## src/rtl/core/ipc_pkg.sv

```systemverilog
// Shared types, codes and the precedence table of the infix to postfix converter.
package ipc_pkg;

  // Character codes that frame an expression and name the operators.
  localparam logic [7:0] CHAR_ADD    = 8'h2B;
  localparam logic [7:0] CHAR_SUB    = 8'h2D;
  localparam logic [7:0] CHAR_MUL    = 8'h2A;
  localparam logic [7:0] CHAR_DIV    = 8'h2F;
  localparam logic [7:0] CHAR_LPAREN = 8'h28;
  localparam logic [7:0] CHAR_RPAREN = 8'h29;
  localparam logic [7:0] CHAR_FRAME  = 8'h23;

  // Error codes carried with each result item.
  localparam logic [1:0] ERR_OK       = 2'd0;
  localparam logic [1:0] ERR_PAREN    = 2'd1;
  localparam logic [1:0] ERR_OVERFLOW = 2'd2;
  localparam logic [1:0] ERR_NO_FRAME = 2'd3;

  // Operator codes as held on the stack; OP_NONE marks an operand character.
  typedef enum logic [2:0] {
    OP_ADD    = 3'd0,
    OP_SUB    = 3'd1,
    OP_MUL    = 3'd2,
    OP_DIV    = 3'd3,
    OP_LPAREN = 3'd4,
    OP_RPAREN = 3'd5,
    OP_FRAME  = 3'd6,
    OP_NONE   = 3'd7
  } op_code_t;

  // Relation between the stack top and the incoming operator.
  typedef enum logic [1:0] {
    REL_LT = 2'd0,
    REL_EQ = 2'd1,
    REL_GT = 2'd2,
    REL_ER = 2'd3
  } rel_t;

  typedef enum logic {
    ST_IDLE = 1'b0,
    ST_WORK = 1'b1
  } state_t;

  // Shift control for the chain of stack cells.
  typedef struct packed {
    logic     push;
    logic     pop;
    op_code_t code;
  } stk_ctl_t;

  function automatic op_code_t classify(input logic [7:0] c);
    op_code_t k;
    unique case (c)
      CHAR_ADD:    k = OP_ADD;
      CHAR_SUB:    k = OP_SUB;
      CHAR_MUL:    k = OP_MUL;
      CHAR_DIV:    k = OP_DIV;
      CHAR_LPAREN: k = OP_LPAREN;
      CHAR_RPAREN: k = OP_RPAREN;
      CHAR_FRAME:  k = OP_FRAME;
      default:     k = OP_NONE;
    endcase
    return k;
  endfunction

  function automatic logic [7:0] op_char(input op_code_t k);
    logic [7:0] c;
    unique case (k)
      OP_ADD:    c = CHAR_ADD;
      OP_SUB:    c = CHAR_SUB;
      OP_MUL:    c = CHAR_MUL;
      OP_DIV:    c = CHAR_DIV;
      OP_LPAREN: c = CHAR_LPAREN;
      OP_RPAREN: c = CHAR_RPAREN;
      OP_FRAME:  c = CHAR_FRAME;
      default:   c = 8'd0;
    endcase
    return c;
  endfunction

  // Rows are the stack top, columns the incoming operator.
  function automatic rel_t prec(input op_code_t top, input op_code_t inc);
    rel_t r;
    unique case (top)
      OP_ADD, OP_SUB: begin
        case (inc)
          OP_MUL, OP_DIV, OP_LPAREN: r = REL_LT;
          default:                   r = REL_GT;
        endcase
      end
      OP_MUL, OP_DIV: begin
        r = (inc == OP_LPAREN) ? REL_LT : REL_GT;
      end
      OP_LPAREN: begin
        case (inc)
          OP_RPAREN: r = REL_EQ;
          OP_FRAME:  r = REL_ER;
          default:   r = REL_LT;
        endcase
      end
      OP_RPAREN: begin
        r = (inc == OP_LPAREN) ? REL_ER : REL_GT;
      end
      OP_FRAME: begin
        case (inc)
          OP_RPAREN: r = REL_ER;
          OP_FRAME:  r = REL_EQ;
          default:   r = REL_LT;
        endcase
      end
      default: r = REL_ER;
    endcase
    return r;
  endfunction

endpackage

```

## src/rtl/core/infix_to_postfix_converter_unit.sv

```systemverilog
// Infix to postfix converter: takes one expression character per item, framed by
// '#', and gives the postfix form. An operand, an opening '#' or a character outside
// a frame is handled when it is accepted. An operator or a closing '#' is first
// accepted, then pops and emits the stack operators one at a time and ends with a
// closing step for its push, match, error or end of expression, each step waiting
// while the output register is full; no new character is taken until it is done.
// The operator stack is a chain of STACK_DEPTH cells that all shift by one place
// on a push or pop. An expression that overflows the stack or has an unmatched
// parenthesis gives an error item and the block waits for a new opening '#'.
module infix_to_postfix_converter_unit #(
  parameter int STACK_DEPTH = 32
) (
  input  logic       clk,
  input  logic       rst,
  input  logic       s_tvalid,
  output logic       s_tready,
  input  logic [7:0] s_tdata,   // [7:0] in_char
  output logic       m_tvalid,
  input  logic       m_tready,
  output logic [7:0] m_tdata,   // [7:0] out_char
  output logic       m_tlast,
  output logic [2:0] m_tuser    // [0] end_of_expression, [2:1] error_code
);

  localparam int CW = $clog2(STACK_DEPTH + 1);

  ipc_pkg::state_t   state;
  ipc_pkg::state_t   state_next;
  ipc_pkg::op_code_t cur_op;
  ipc_pkg::op_code_t cur_op_next;
  logic [CW-1:0]     count;
  logic [CW-1:0]     count_next;
  logic              in_expr;
  logic              in_expr_next;

  ipc_pkg::stk_ctl_t ctl;
  ipc_pkg::op_code_t top;
  ipc_pkg::op_code_t second;
  ipc_pkg::op_code_t in_op;
  ipc_pkg::rel_t     rel;
  ipc_pkg::rel_t     rel_next;

  logic       out_free;
  logic       accept;
  logic       start;
  logic       finish;
  logic       emit;
  logic [7:0] emit_char;
  logic       emit_last;
  logic       emit_eoe;
  logic [1:0] emit_err;
  logic       more;

  assign out_free = !m_tvalid || m_tready;
  assign s_tready = (state == ipc_pkg::ST_IDLE) && out_free;
  assign accept   = s_tvalid && s_tready;
  assign in_op    = ipc_pkg::classify(s_tdata);
  assign rel      = ipc_pkg::prec(top, cur_op);
  assign rel_next = ipc_pkg::prec(second, cur_op);

  // Whether another item follows once the top operator is popped and emitted.
  always_comb begin
    if (count == CW'(1)) begin
      more = (cur_op == ipc_pkg::OP_FRAME);
    end else begin
      more = (rel_next == ipc_pkg::REL_GT) || (rel_next == ipc_pkg::REL_ER) ||
             (cur_op == ipc_pkg::OP_FRAME);
    end
  end

  // Datapath actions for this cycle: result item, stack shift and counters.
  always_comb begin
    ctl          = '{push: 1'b0, pop: 1'b0, code: cur_op};
    count_next   = count;
    in_expr_next = in_expr;
    cur_op_next  = cur_op;
    start        = 1'b0;
    finish       = 1'b0;
    emit         = 1'b0;
    emit_char    = 8'd0;
    emit_last    = 1'b1;
    emit_eoe     = 1'b0;
    emit_err     = ipc_pkg::ERR_OK;

    if (state == ipc_pkg::ST_IDLE) begin
      if (accept) begin
        if (!in_expr) begin
          if (in_op == ipc_pkg::OP_FRAME) begin
            ctl          = '{push: 1'b1, pop: 1'b0, code: ipc_pkg::OP_FRAME};
            count_next   = CW'(1);
            in_expr_next = 1'b1;
          end else begin
            emit     = 1'b1;
            emit_err = ipc_pkg::ERR_NO_FRAME;
          end
        end else if (in_op == ipc_pkg::OP_NONE) begin
          emit      = 1'b1;
          emit_char = s_tdata;
        end else begin
          cur_op_next = in_op;
          start       = 1'b1;
        end
      end
    end else if (out_free) begin
      if (count != '0 && rel == ipc_pkg::REL_GT) begin
        // Pop and emit the stack top.
        emit       = 1'b1;
        emit_char  = ipc_pkg::op_char(top);
        emit_last  = !more;
        ctl.pop    = 1'b1;
        count_next = count - CW'(1);
      end else if (count != '0 && rel == ipc_pkg::REL_ER) begin
        // Unmatched parenthesis: drop the expression.
        emit         = 1'b1;
        emit_err     = ipc_pkg::ERR_PAREN;
        count_next   = '0;
        in_expr_next = 1'b0;
        finish       = 1'b1;
      end else begin
        finish = 1'b1;
        if (count != '0 && rel == ipc_pkg::REL_EQ) begin
          ctl.pop    = 1'b1;
          count_next = count - CW'(1);
        end
        if (cur_op == ipc_pkg::OP_FRAME) begin
          emit         = 1'b1;
          emit_eoe     = 1'b1;
          count_next   = '0;
          in_expr_next = 1'b0;
        end else if (cur_op == ipc_pkg::OP_RPAREN ||
                     (count != '0 && rel == ipc_pkg::REL_EQ)) begin
          // A closing parenthesis is dropped once its match is gone.
        end else if (count >= CW'(STACK_DEPTH)) begin
          emit         = 1'b1;
          emit_err     = ipc_pkg::ERR_OVERFLOW;
          count_next   = '0;
          in_expr_next = 1'b0;
        end else begin
          ctl.push   = 1'b1;
          count_next = count + CW'(1);
        end
      end
    end
  end

  // Next state of the operator sequencer.
  always_comb begin
    state_next = state;
    unique case (state)
      ipc_pkg::ST_IDLE: begin
        if (start) begin
          state_next = ipc_pkg::ST_WORK;
        end
      end
      ipc_pkg::ST_WORK: begin
        if (finish) begin
          state_next = ipc_pkg::ST_IDLE;
        end
      end
      default: state_next = ipc_pkg::ST_IDLE;
    endcase
  end

  // Control registers.
  always_ff @(posedge clk) begin
    if (rst) begin
      state   <= ipc_pkg::ST_IDLE;
      count   <= '0;
      in_expr <= 1'b0;
    end else begin
      state   <= state_next;
      count   <= count_next;
      in_expr <= in_expr_next;
    end
  end

  always_ff @(posedge clk) begin
    cur_op <= cur_op_next;
  end

  // Output register.
  always_ff @(posedge clk) begin
    if (rst) begin
      m_tvalid <= 1'b0;
    end else if (emit) begin
      m_tvalid <= 1'b1;
    end else if (m_tready) begin
      m_tvalid <= 1'b0;
    end
  end

  always_ff @(posedge clk) begin
    if (emit) begin
      m_tdata <= emit_char;
      m_tlast <= emit_last;
      m_tuser <= {emit_err, emit_eoe};
    end
  end

  ipc_stack #(
    .STACK_DEPTH (STACK_DEPTH)
  ) u_stack (
    .clk    (clk),
    .ctl    (ctl),
    .top    (top),
    .second (second)
  );

endmodule

```

## src/rtl/core/ipc_cell.sv

```systemverilog
// One stack cell: holds one operator code and shifts toward or away from the top.
module ipc_cell (
  input  logic              clk,
  input  ipc_pkg::stk_ctl_t ctl,
  input  ipc_pkg::op_code_t push_in,
  input  ipc_pkg::op_code_t pop_in,
  output ipc_pkg::op_code_t code
);

  // A push takes the neighbor nearer the top, a pop the neighbor below.
  always_ff @(posedge clk) begin
    if (ctl.push) begin
      code <= push_in;
    end else if (ctl.pop) begin
      code <= pop_in;
    end
  end

endmodule

```

## src/rtl/core/ipc_stack.sv

```systemverilog
// Operator stack built as a row of shifting cells with the top in cell zero.
module ipc_stack #(
  parameter int STACK_DEPTH = 32
) (
  input  logic              clk,
  input  ipc_pkg::stk_ctl_t ctl,
  output ipc_pkg::op_code_t top,
  output ipc_pkg::op_code_t second
);

  ipc_pkg::op_code_t cells [STACK_DEPTH];

  // Cell zero takes the pushed code; the bottom cell takes a filler on a pop.
  for (genvar i = 0; i < STACK_DEPTH; i++) begin : g_cell
    ipc_pkg::op_code_t push_in;
    ipc_pkg::op_code_t pop_in;

    if (i == 0) begin : g_top
      assign push_in = ctl.code;
    end else begin : g_mid
      assign push_in = cells[i-1];
    end

    if (i == STACK_DEPTH - 1) begin : g_bot
      assign pop_in = ipc_pkg::OP_NONE;
    end else begin : g_up
      assign pop_in = cells[i+1];
    end

    ipc_cell u_cell (
      .clk     (clk),
      .ctl     (ctl),
      .push_in (push_in),
      .pop_in  (pop_in),
      .code    (cells[i])
    );
  end

  assign top    = cells[0];
  assign second = cells[1];

endmodule
```

## config.mk

```make
export PLATFORM = sky130hd
export DESIGN_NAME = infix_to_postfix_converter_unit
export DESIGN_NICKNAME = d
export VERILOG_FILES = /design/src/rtl/core/ipc_pkg.sv /design/src/rtl/core/infix_to_postfix_converter_unit.sv /design/src/rtl/core/ipc_cell.sv /design/src/rtl/core/ipc_stack.sv
export SDC_FILE = /design/constraint.sdc
export NUM_CORES = 1
export LEC_CHECK = 0
export BUFFER_PORTS_ARGS = -buffer_cell sky130_fd_sc_hd__buf_2
export CELL_PAD_IN_SITES_DETAIL_PLACEMENT = 2
export CELL_PAD_IN_SITES_GLOBAL_PLACEMENT = 2
export CORE_MARGIN = 1
export CORE_UTILIZATION = 25
export DETAILED_ROUTE_END_ITERATION = 6
export PLACE_DENSITY = 0.61
export SLEW_MARGIN = 40
export SYNTH_ARGS = -nofsm -noshare
export SYNTH_HDL_FRONTEND = slang
export SYNTH_SLANG_ARGS = --single-unit
```

## constraint.sdc

```tcl
create_clock -name clk -period 4.9 [get_ports clk]
set_clock_uncertainty 0.2 [all_clocks]
set_input_delay 0.98 -clock clk [delete_from_list [all_inputs] [get_ports clk]]
set_output_delay 0.98 -clock clk [all_outputs]
set_load 0.005 [all_outputs]
```

# After elaboration in Yosys (flattened, before gate mapping)
# Index checks and enable logic that the tools add are counted.
# totals
regBits	120
input_bits	12
# op_classes
n_addsub	2
magnitude_cmp	1
eq_ne	38
mux	148
n_bitwise	3
reduce_logical	28
# op_table
op	count
3-bit two-way mux	65
6-bit two-way mux	13
8-bit by 6-bit == test with 1-bit output (second input constant)	7
6-bit case mux with 7 select lines	1
1-bit two-way mux	41
3-bit == test (second input constant)	11
8-bit two-way mux	4
2-bit two-way mux	15
3-bit case mux with 7 select lines	1
2-bit case mux with 5 select lines	2
3-bit by 2-bit == test with 1-bit output (second input constant)	6
5-bit two-way mux	3
5-bit AND reduction	2
2-bit == test (second input constant)	4
2-bit case mux with 2 select lines	2
2-bit nonzero test	4
2-bit OR reduction	4
6-bit by 1-bit adder with 6-bit output (second input constant)	1
3-bit by 1-bit == test with 1-bit output (second input constant)	2
6-bit by 1-bit == test with 1-bit output (second input constant)	1
6-bit >= comparator (second input constant)	1
3-bit logical NOT	2
6-bit inequality test (second input constant)	1
6-bit nonzero test	1
15 further kinds	26

# Depth between registers and ports, before layout
# Gate-level depths: netlist (run 1).
# logic_depth
depth_word	15
mapped_depth	8
depth_no_buf	7

# Hierarchy
# Synthesis (run 1) repeated with hierarchy kept, for this count alone.
# unflattened
hier_cells	429
area_unflattened_um2	5962.0
# by_module_without_submodules
module	instances	cells_each	area_per_inst_um2	seq_area_each_um2
ipc_cell	32	7	130.1	90.1
infix_to_postfix_converter_unit	1	204	1794.2	630.6
ipc_stack	1	1	3.8	0.0

# Worst setup path after synthesis (run 1)
# No wires, ideal clock.
# synth_path
kind	input-to-reg
from	input port s_tdata[6]
to	register u_stack.g_cell[0].u_cell.code[0] (enable)
setup_time_ns	0.471
arrival_time_ns	4.426
t_required_ns	4.229
path_slack_ns	-0.197
cell_stages	7
n_path_buf	2
path_cell_list	nor4b_4 and3_1 nand2_1 o21ai_2 buf_6 buf_6 nand2b_1
# synth_between
elab_chain_cells	8
word_cells_on_any_way	14
# synth_rtl
element	line	source
start, declared	infix_to_postfix_converter_unit.sv:17	input logic [7:0] s_tdata,
8-bit by 6-bit == test with 1-bit output	ipc_pkg.sv:53	unique case (c)
3-bit case mux with 7 select lines *	ipc_pkg.sv:53	
3-bit == test *	infix_to_postfix_converter_unit.sv:88	if (in_op == ipc_pkg::OP_FRAME) begin
5-bit two-way mux *	infix_to_postfix_converter_unit.sv:88	
5-bit two-way mux *	infix_to_postfix_converter_unit.sv:87	if (!in_expr) begin
5-bit two-way mux *	infix_to_postfix_converter_unit.sv:86	if (accept) begin
2-bit two-way mux *	infix_to_postfix_converter_unit.sv:85	if (state == ipc_pkg::ST_IDLE) begin
2-bit nonzero test (no line) *	n/a	
end signal, assigned	ipc_cell.sv:13	code <= push_in;
end signal, assigned	ipc_cell.sv:15	code <= pop_in;
end, declared	ipc_cell.sv:7	output ipc_pkg::op_code_t code
# Every way passes the cells marked *; elsewhere a longest branch is shown, timed or not.
# A chain may end at the register's enable or synchronous reset.

# Worst setup path after layout (run 1)
# layout_path
from	register cur_op[1]
to	register u_stack.g_cell[21].u_cell.code[0] (enable)
# layout_between
elab_chain_cells	14
word_cells_on_any_way	28
# layout_rtl
element	line	source
start, declared	infix_to_postfix_converter_unit.sv:29	ipc_pkg::op_code_t cur_op;
start signal, assigned	infix_to_postfix_converter_unit.sv:178	cur_op <= cur_op_next;
3-bit == test or 3-bit by 2-bit == test with 1-bit output (tied branches)	ipc_pkg.sv:86, ipc_pkg.sv:92, ipc_pkg.sv:102	
3-bit OR reduction	ipc_pkg.sv:86	case (inc)
2-bit two-way mux	ipc_pkg.sv:86	
2-bit case mux with 5 select lines	ipc_pkg.sv:84	unique case (top)
2-bit by 1-bit == test with 1-bit output	infix_to_postfix_converter_unit.sv:121, infix_to_postfix_converter_unit.sv:131	
1-bit logical AND	infix_to_postfix_converter_unit.sv:121, infix_to_postfix_converter_unit.sv:131	
1-bit logical OR	infix_to_postfix_converter_unit.sv:130	end else if (cur_op == ipc_pkg::OP_RPAREN ||
1-bit two-way mux	infix_to_postfix_converter_unit.sv:130	
1-bit two-way mux	infix_to_postfix_converter_unit.sv:125	if (cur_op == ipc_pkg::OP_FRAME) begin
2-bit two-way mux	infix_to_postfix_converter_unit.sv:112	end else if (count != '0 && rel == ipc_pkg::REL_ER) begin
1-bit two-way mux	infix_to_postfix_converter_unit.sv:105	if (count != '0 && rel == ipc_pkg::REL_GT) begin
2-bit two-way mux *	infix_to_postfix_converter_unit.sv:104	end else if (out_free) begin
2-bit two-way mux *	infix_to_postfix_converter_unit.sv:85	
2-bit nonzero test (no line) *	n/a	
end signal, assigned	ipc_cell.sv:13	
end signal, assigned	ipc_cell.sv:15	
end, declared	ipc_cell.sv:7	
# Marks and branches as above.

==> results of run 1 <==
[per-stage QoR]
stage | cell area (µm²) | cells | setup WS [ps] | hold slack [ps] | total power (W)
after floorplan | 6190 | 441 | 930 | 294 | 0.00115
after global routing | 7170 | 805 | 1260 | 374 | 0.00235
after CTS | 7160 | 805 | 1500 | 352 | 0.00230
final | 7170 | 805 | 1520 | 345 | 0.00227
after global placement | 6640 | 774 | 1300 | 321 | 0.00117
after detailed placement | 6640 | 774 | 1290 | 342 | 0.00117
[cells in the mapped netlist (4+ instances only)]
master    count
and3_1        5
nor2_1       11
inv_1        11
buf_6         7
buf_2         9
nand2b_1      8
o21ai_0      19
nand3_1      13
mux2_1        6
nand2_1      27
nor4_1        4
o211ai_1      5
mux2_2       34
nor3_1        7
dfxtp_1       9
a21oi_1      16
and2_1       10
nor2b_1       7
mux2_4       50
edfxtp_1    111
[logic make-up (layout without fill, tap and decap cells)]
family                     after synthesis  after routing  share of synthesized area (%)
DFF                                    120            120                           56.8
and+or+nand+nor                        111            111                           10.3
muxes                                   92             92                           19.7
AOI/OAI and AO/OA                       74             74                           8.29
buffers and inverters                   34             74                           3.30
xor gates and xnor gates                 6              6                          0.849
adders and majority gates                4              4                          0.768
[layout make-up]
class,count,area (µm²)
Tap cell,324,405
Multi-Input combinational cell,287,2500
Inverter,11,41.3
Timing Repair Buffer,32,190
Fill cell,2527,17200
Clock buffer,20,437
Sequential cell,120,3510
Clock inverter,11,83.8
[power groups by stage]
stage	clock network, W	logic, W	registers [W]
2_1_floorplan	0	0.0000164	0.00114
3_3_place_gp	0	0.0000359	0.00113
3_5_place_dp	0	0.0000368	0.00113
4_1_cts	0.00115	0.0000370	0.00111
5_1_grt	0.00120	0.0000403	0.00111
6_report	0.00112	0.0000363	0.00111
[worst max-delay path by stage]
stage | slack [ps] | cells past startpoint | from | end
finish | 1520 | 6 | cur_op[1] | u_stack.g_cell[21].u_cell.code[0]
global route | 1260 | 6 | cur_op[1] | u_stack.g_cell[21].u_cell.code[0]
global placement | 1300 | 7 | m_tready | u_stack.g_cell[13].u_cell.code[2]
floorplan | 930 | 7 | s_tdata[6] | u_stack.g_cell[0].u_cell.code[0]
detailed placement | 1290 | 7 | s_tdata[6] | u_stack.g_cell[28].u_cell.code[0]
CTS | 1500 | 6 | cur_op[1] | u_stack.g_cell[21].u_cell.code[0]
[state kept, by name, indices dropped and copies added (netlist names)]
name	cells
u_stack.g_cell.u_cell.code	96
m_tdata	8
count	6
cur_op	3
m_tuser	3
in_expr	1
m_tlast	1
m_tvalid	1
state	1
[metal layers]
| metal | track usage [%] | vias up | share of wire, % |
|---|---|---|---|
| met3 | 2.92 | 10 | 2.8 |
| met2 | 18.6 | 46 | 49 |
| met5 | 0 | - | 0 |
| met4 | 3.54 | 0 | 0.84 |
| met1 | 14.4 | 1893 | 47 |
| li1 | - | 1747 | - |
==> out/metrics.yaml, run 1 <==
global_route:
  grt_pass1_wl_um: 22600
  grt_usage_pct: 11.3
  grt_max_degree: 94
  grt.overflow.total: 0
  antenna_found_initial: 0
  grt_pass1_vias: 4091
synthesis:
  synth-edff-count: 111
  yosys_register_bits: 120
  synth.distinct_cells: 66
  yosysSeqAreaShare_pct: 56.8
  syn_nets: 456
  yosysTopAreaCellShare_pct: 53.9
  ys_warn_count: 0
  async_flop_share_pct: 0
  netlist_area_mm2: 0.00619
  yosysTopAreaCell: "edfxtp_1"
  ys.flop_type: "edfxtp_1"
  ys_top_cells_by_area: "edfxtp_1, mux2_4, mux2_2, dfxtp_1, nand2_1"
  syn_avg_cell_area_um2: 14.0
  synth_cells: 441
sta:
  fmax_mhz: 296
  tightest_slew_ps: 687
  maxSlewHeadroom_pct: 53.9
  setup_tns_ps: 0
  rsz0062_at_grt: "false"
  final.min_clock_period_ps: 3380
  setup_violations: 0
  fin_crit_sh_pct: 69.0
  finalHoldViolations: 0
  report.final.slew_viol_count: 0
setup_path:
  worstSetupPathType: "reg -> reg"
  reg2reg_to: "u_stack.g_cell[21].u_cell.code[0]"
  cp-end-kind: "flop"
  cp-start-kind: "flop"
  path_buf_inv: 1
  reg2reg_depth: 6
  max_stage_delay_ps: 680
  worstReg2RegStart: "cur_op[1]"
  path_cells: "xor2_1 -> and2_1 -> o31ai_2 -> o21ai_0 -> nand2b_4 -> buf_4"
  ff2ff_setup_slack_ps: 1520
  worst-path-max-fanout: 43
  worstPathArrival_ps: 3280
  path_delay_family: "compound AO/OA/AOI/OAI gates"
  slowest_stage: "edfxtp_1"
  required_ps: 4800
placement:
  detailed_place_hpwl_um: 8920
  gp_congestion: 0.764
  portBuffers: 25
clock_tree:
  clock_latency_ps: 410
  cts.clk_slew.worst_paths_ps: 60
  clk_path_buf_depth: 2
  clockRootBuffer: "clkbuf_16"
  tritoncts: "done"
  cts_setup_buffers: 0
  cts.sinks: 120
  numCtsBuffers: 17
  cts_resized: 0
  cts_htree_levels: 4
  cts_hold_buf: 0
min_path:
  hold_path_end: "u_stack.g_cell[30].u_cell.code[1]"
  hold_depth: 1
  hp-start: "u_stack.g_cell[31].u_cell.code[1]"
  hp-class: "reg -> reg"
floorplan:
  placementRows: 57
  initial_core_util_pct: 25.4
  die_w_um: 159
  core_area_mm2: 0.0243
  die_area_mm2: 0.0254
  io_pins: 26
  die_height_um: 159
layout:
  antenna-diode-count: 0
  final_cell_mix: "edfxtp_1, mux2_4, mux2_2"
  fin_util_pct: 29.5
  drive_gt1_share_pct: 32.6
  fin_nets: 484
  final_common_cell: "edfxtp_1"
  area_growth_pct: 15.9
power_and_ir_drop:
  powerDensity_mw_per_mm2: 317
  cellLeakagePower_nw: 2.42
  p_sw_w: 0.000460
  peakVddDrop_mv: 0.193
  netSwitchingFraction_pct: 20.3
  p_int_w: 0.00181
  power_frac_seq_pct: 49.0
  combPwrFrac_pct: 1.6
  p_clk_share_pct: 49.4
drt:
  via_count: 3696
  routed_wl_um: 13500
  ant_nets: 0
  drt_iter0_drc: 217
  wl_per_cell_um: 16.8
  drcViolationCount: 0
  via_per_inst: 4.59
  first_pass_iters: 4
flow_run:
  cap_violations: 0
status:
  status: "complete, no violations"
(Power assumes the default switching activity.)
==> run 2: changes to the inputs <==
==> constraint.sdc (replaced) <==
create_clock -name clk -period 2.8 [get_ports clk]
set_clock_uncertainty 0.2 [all_clocks]
set_input_delay 0.56 -clock clk [delete_from_list [all_inputs] [get_ports clk]]
set_output_delay 0.56 -clock clk [all_outputs]
set_load 0.005 [all_outputs]
==> run 2 against run 1 <==
Compared with the run above: register-to-register slack got worse by 1300 ps; clock power rose by 78%; hold slack got worse by 81 ps; final cell count grew 4.1%; maximum frequency is 31% higher; first-iteration DRC count up 14%; global-route usage rose by 0.66 points; routed wire length grew 5.6%; final area up 5.1%; worst setup slack lost 1300 ps; critical endpoint is now count[1].
==> out/metrics.yaml, run 2 (synthesis results as in run 1) <==
flow_run:
  cap_violations: 0  # unchanged
layout:
  final_cell_mix: "edfxtp_1, mux2_4, mux2_2"
  reg_top3: "u_stack.g_cell.u_cell.code (96), m_tdata (8), count (6)"
  antenna-diode-count: 0  # unchanged
  drive_gt1_share_pct: 37.4  # +4.7 points
  area_growth_pct: 21.7
  regMostFlops: "u_stack.g_cell.u_cell.code"
  layoutNonFillerInstCount: 838  # +4.1%
  largest_reg_flops: 96  # unchanged
  final_common_cell: "edfxtp_1"
  finalInstanceArea_mm2: 0.00753  # +5.1%
  fin_nets: 517  # +6.8%
status:
  status: "complete, no violations"
setup_path:
  required_ps: 2880  # -1920 ps
  critPathLaunch: "cur_op[2]"
  reg2reg_depth: 8  # +2
  cp-end-kind: "flop"
  reg2reg_to: "count[1]"
  worstPathArrival_ps: 2670  # -610 ps
  ff2ff_setup_slack_ps: 210  # -1310 ps
  worstReg2RegStart: "cur_op[2]"
  cp-start-kind: "flop"
  worstSetupPathType: "reg -> reg"
  worst-path-max-fanout: 11  # -74%
global_route:
  antenna_found_initial: 0  # unchanged
  grt_usage_pct: 11.9  # +0.66 points
  grt_pass1_vias: 4335  # +6.0%
  grt_pass1_wl_um: 23800  # +5.6%
  grt.overflow.total: 0  # unchanged
  grt_max_degree: 34  # -64%
drt:
  via_count: 3858  # +4.4%
  routed_wl_um: 14200  # +5.6%
  ant_nets: 0  # unchanged
  via_per_inst: 4.60  # +0.27%
  wl_per_cell_um: 17.0  # +1.4%
  first_pass_iters: 4  # unchanged
  drcViolationCount: 0  # unchanged
  drt_iter0_drc: 247  # +14%
power_and_ir_drop:
  peakVddDrop_mv: 0.322  # +67%
  cellLeakagePower_nw: 2.62  # +8.2%
  powerDensity_mw_per_mm2: 532  # +68%
clock_tree:
  cts_htree_levels: 4  # unchanged
  clock_latency_ps: 420  # about the same
  cts.clk_slew.worst_paths_ps: 60  # about the same
  cts.sinks: 120  # unchanged
  numCtsBuffers: 17  # unchanged
  clk_path_buf_depth: 2  # unchanged
  clockRootBuffer: "clkbuf_16"
  tritoncts: "done"
floorplan:
  core_area_mm2: 0.0243  # unchanged
  die_height_um: 159  # unchanged
  initial_core_util_pct: 25.4  # unchanged
  die_area_mm2: 0.0254  # unchanged
  die_w_um: 159  # unchanged
  io_pins: 26  # unchanged
  placementRows: 57  # unchanged
sta:
  finalHoldViolations: 0  # unchanged
  report.final.slew_viol_count: 0  # unchanged
  tightest_slew_ps: 560  # -127 ps
  maxSlewHeadroom_pct: 62.6  # +8.6 points
  fin_crit_sh_pct: 92.3  # +23 points
  setup_violations: 0  # unchanged
  rsz0062_at_grt: "false"
  final.min_clock_period_ps: 2590  # -793 ps
  fmax_mhz: 387  # +31%
min_path:
  hold_path_end: "m_tdata[5]"
  hp-class: "in -> reg"
  hold_depth: 3  # +2
  hp-start: "s_tdata[5]"
placement:
  gp_congestion: 0.735  # -3.8%
  dpl-instance-area_mm2: 0.00700  # +5.4%
  detailed_place_hpwl_um: 9920  # +11%
  placed_cells: 807  # +4.3%
  portBuffers: 25  # unchanged
-- run 2: power by group --
part | total, W | leakage [nW] | switching [W] | internal [W]
registers | 0.00195 | 1.09 | 0.00000348 | 0.00195
clock network | 0.00199 | 0.253 | 0.000789 | 0.00120
logic | 0.0000686 | 1.28 | 0.0000382 | 0.0000304
total | 0.00401 | 2.62 | 0.000831 | 0.00318
-- run 2: layout make-up --
cell class	count	area, µm²
clock inverters	10	81.3
clock buffers	21	440
repair buffers	65	538
inverters	11	41.3
multi-input cells	287	2510
fillers	2519	16800
flip-flops and latches	120	3510
well taps	324	405
-- run 2: metrics by stage --
| stage | hold WS, ps | util, % | power, W | setup slack [ps] | setup TNS [ps] |
|---|---|---|---|---|---|
| 2_1_floorplan | 301 | - | 0.00202 | -143 | -13690 |
| 3_3_place_gp | 323 | 28.8 | 0.00205 | 186 | 0 |
| 3_5_place_dp | 342 | 28.8 | 0.00206 | 115 | 0 |
| 4_1_cts | 253 | 30.9 | 0.00407 | 113 | 0 |
| 5_1_grt | 266 | 31.0 | 0.00415 | 28.1 | 0 |
| 6_report | 264 | 31.0 | 0.00401 | 214 | 0 |
-- run 2: worst max-delay path by stage --
stage | depth (start not counted) | end | slack [ps]
3_5_place_dp | 8 | u_stack.g_cell[17].u_cell.code[0] | 120
4_1_cts | 7 | u_stack.g_cell[17].u_cell.code[0] | 110
6_report | 8 | count[1] | 210
3_3_place_gp | 8 | u_stack.g_cell[30].u_cell.code[0] | 190
5_1_grt | 8 | count[1] | 30
2_1_floorplan | 7 | u_stack.g_cell[0].u_cell.code[0] | -140
-- run 2: timing repair --
item / 4_1_cts / 5_1_grt
setup buffers: 0 / 0
resized for setup: 0 / 1
hold buffers: 0 / 0
endpoints found under the setup margin: 0 / 3
-- run 2: per-layer routing --
layer | global-route usage, % | part of all wire, % | vias to the layer above
met5 | 0 | 0 | -
met4 | 4.11 | 1.4 | 0
met3 | 3.31 | 2.7 | 22
met2 | 19.9 | 50 | 48
met1 | 14.9 | 46 | 1977
li1 | - | - | 1811
-- run 2: worst max-delay path: stages, from the launching register on --
cell and delay, ps:
edfxtp_1 480, buf_4 250, nor2b_1 210, and2_1 190, o31a_1 280, nor2_1 100, buf_4 170, o311ai_0 430
o41ai_1 140
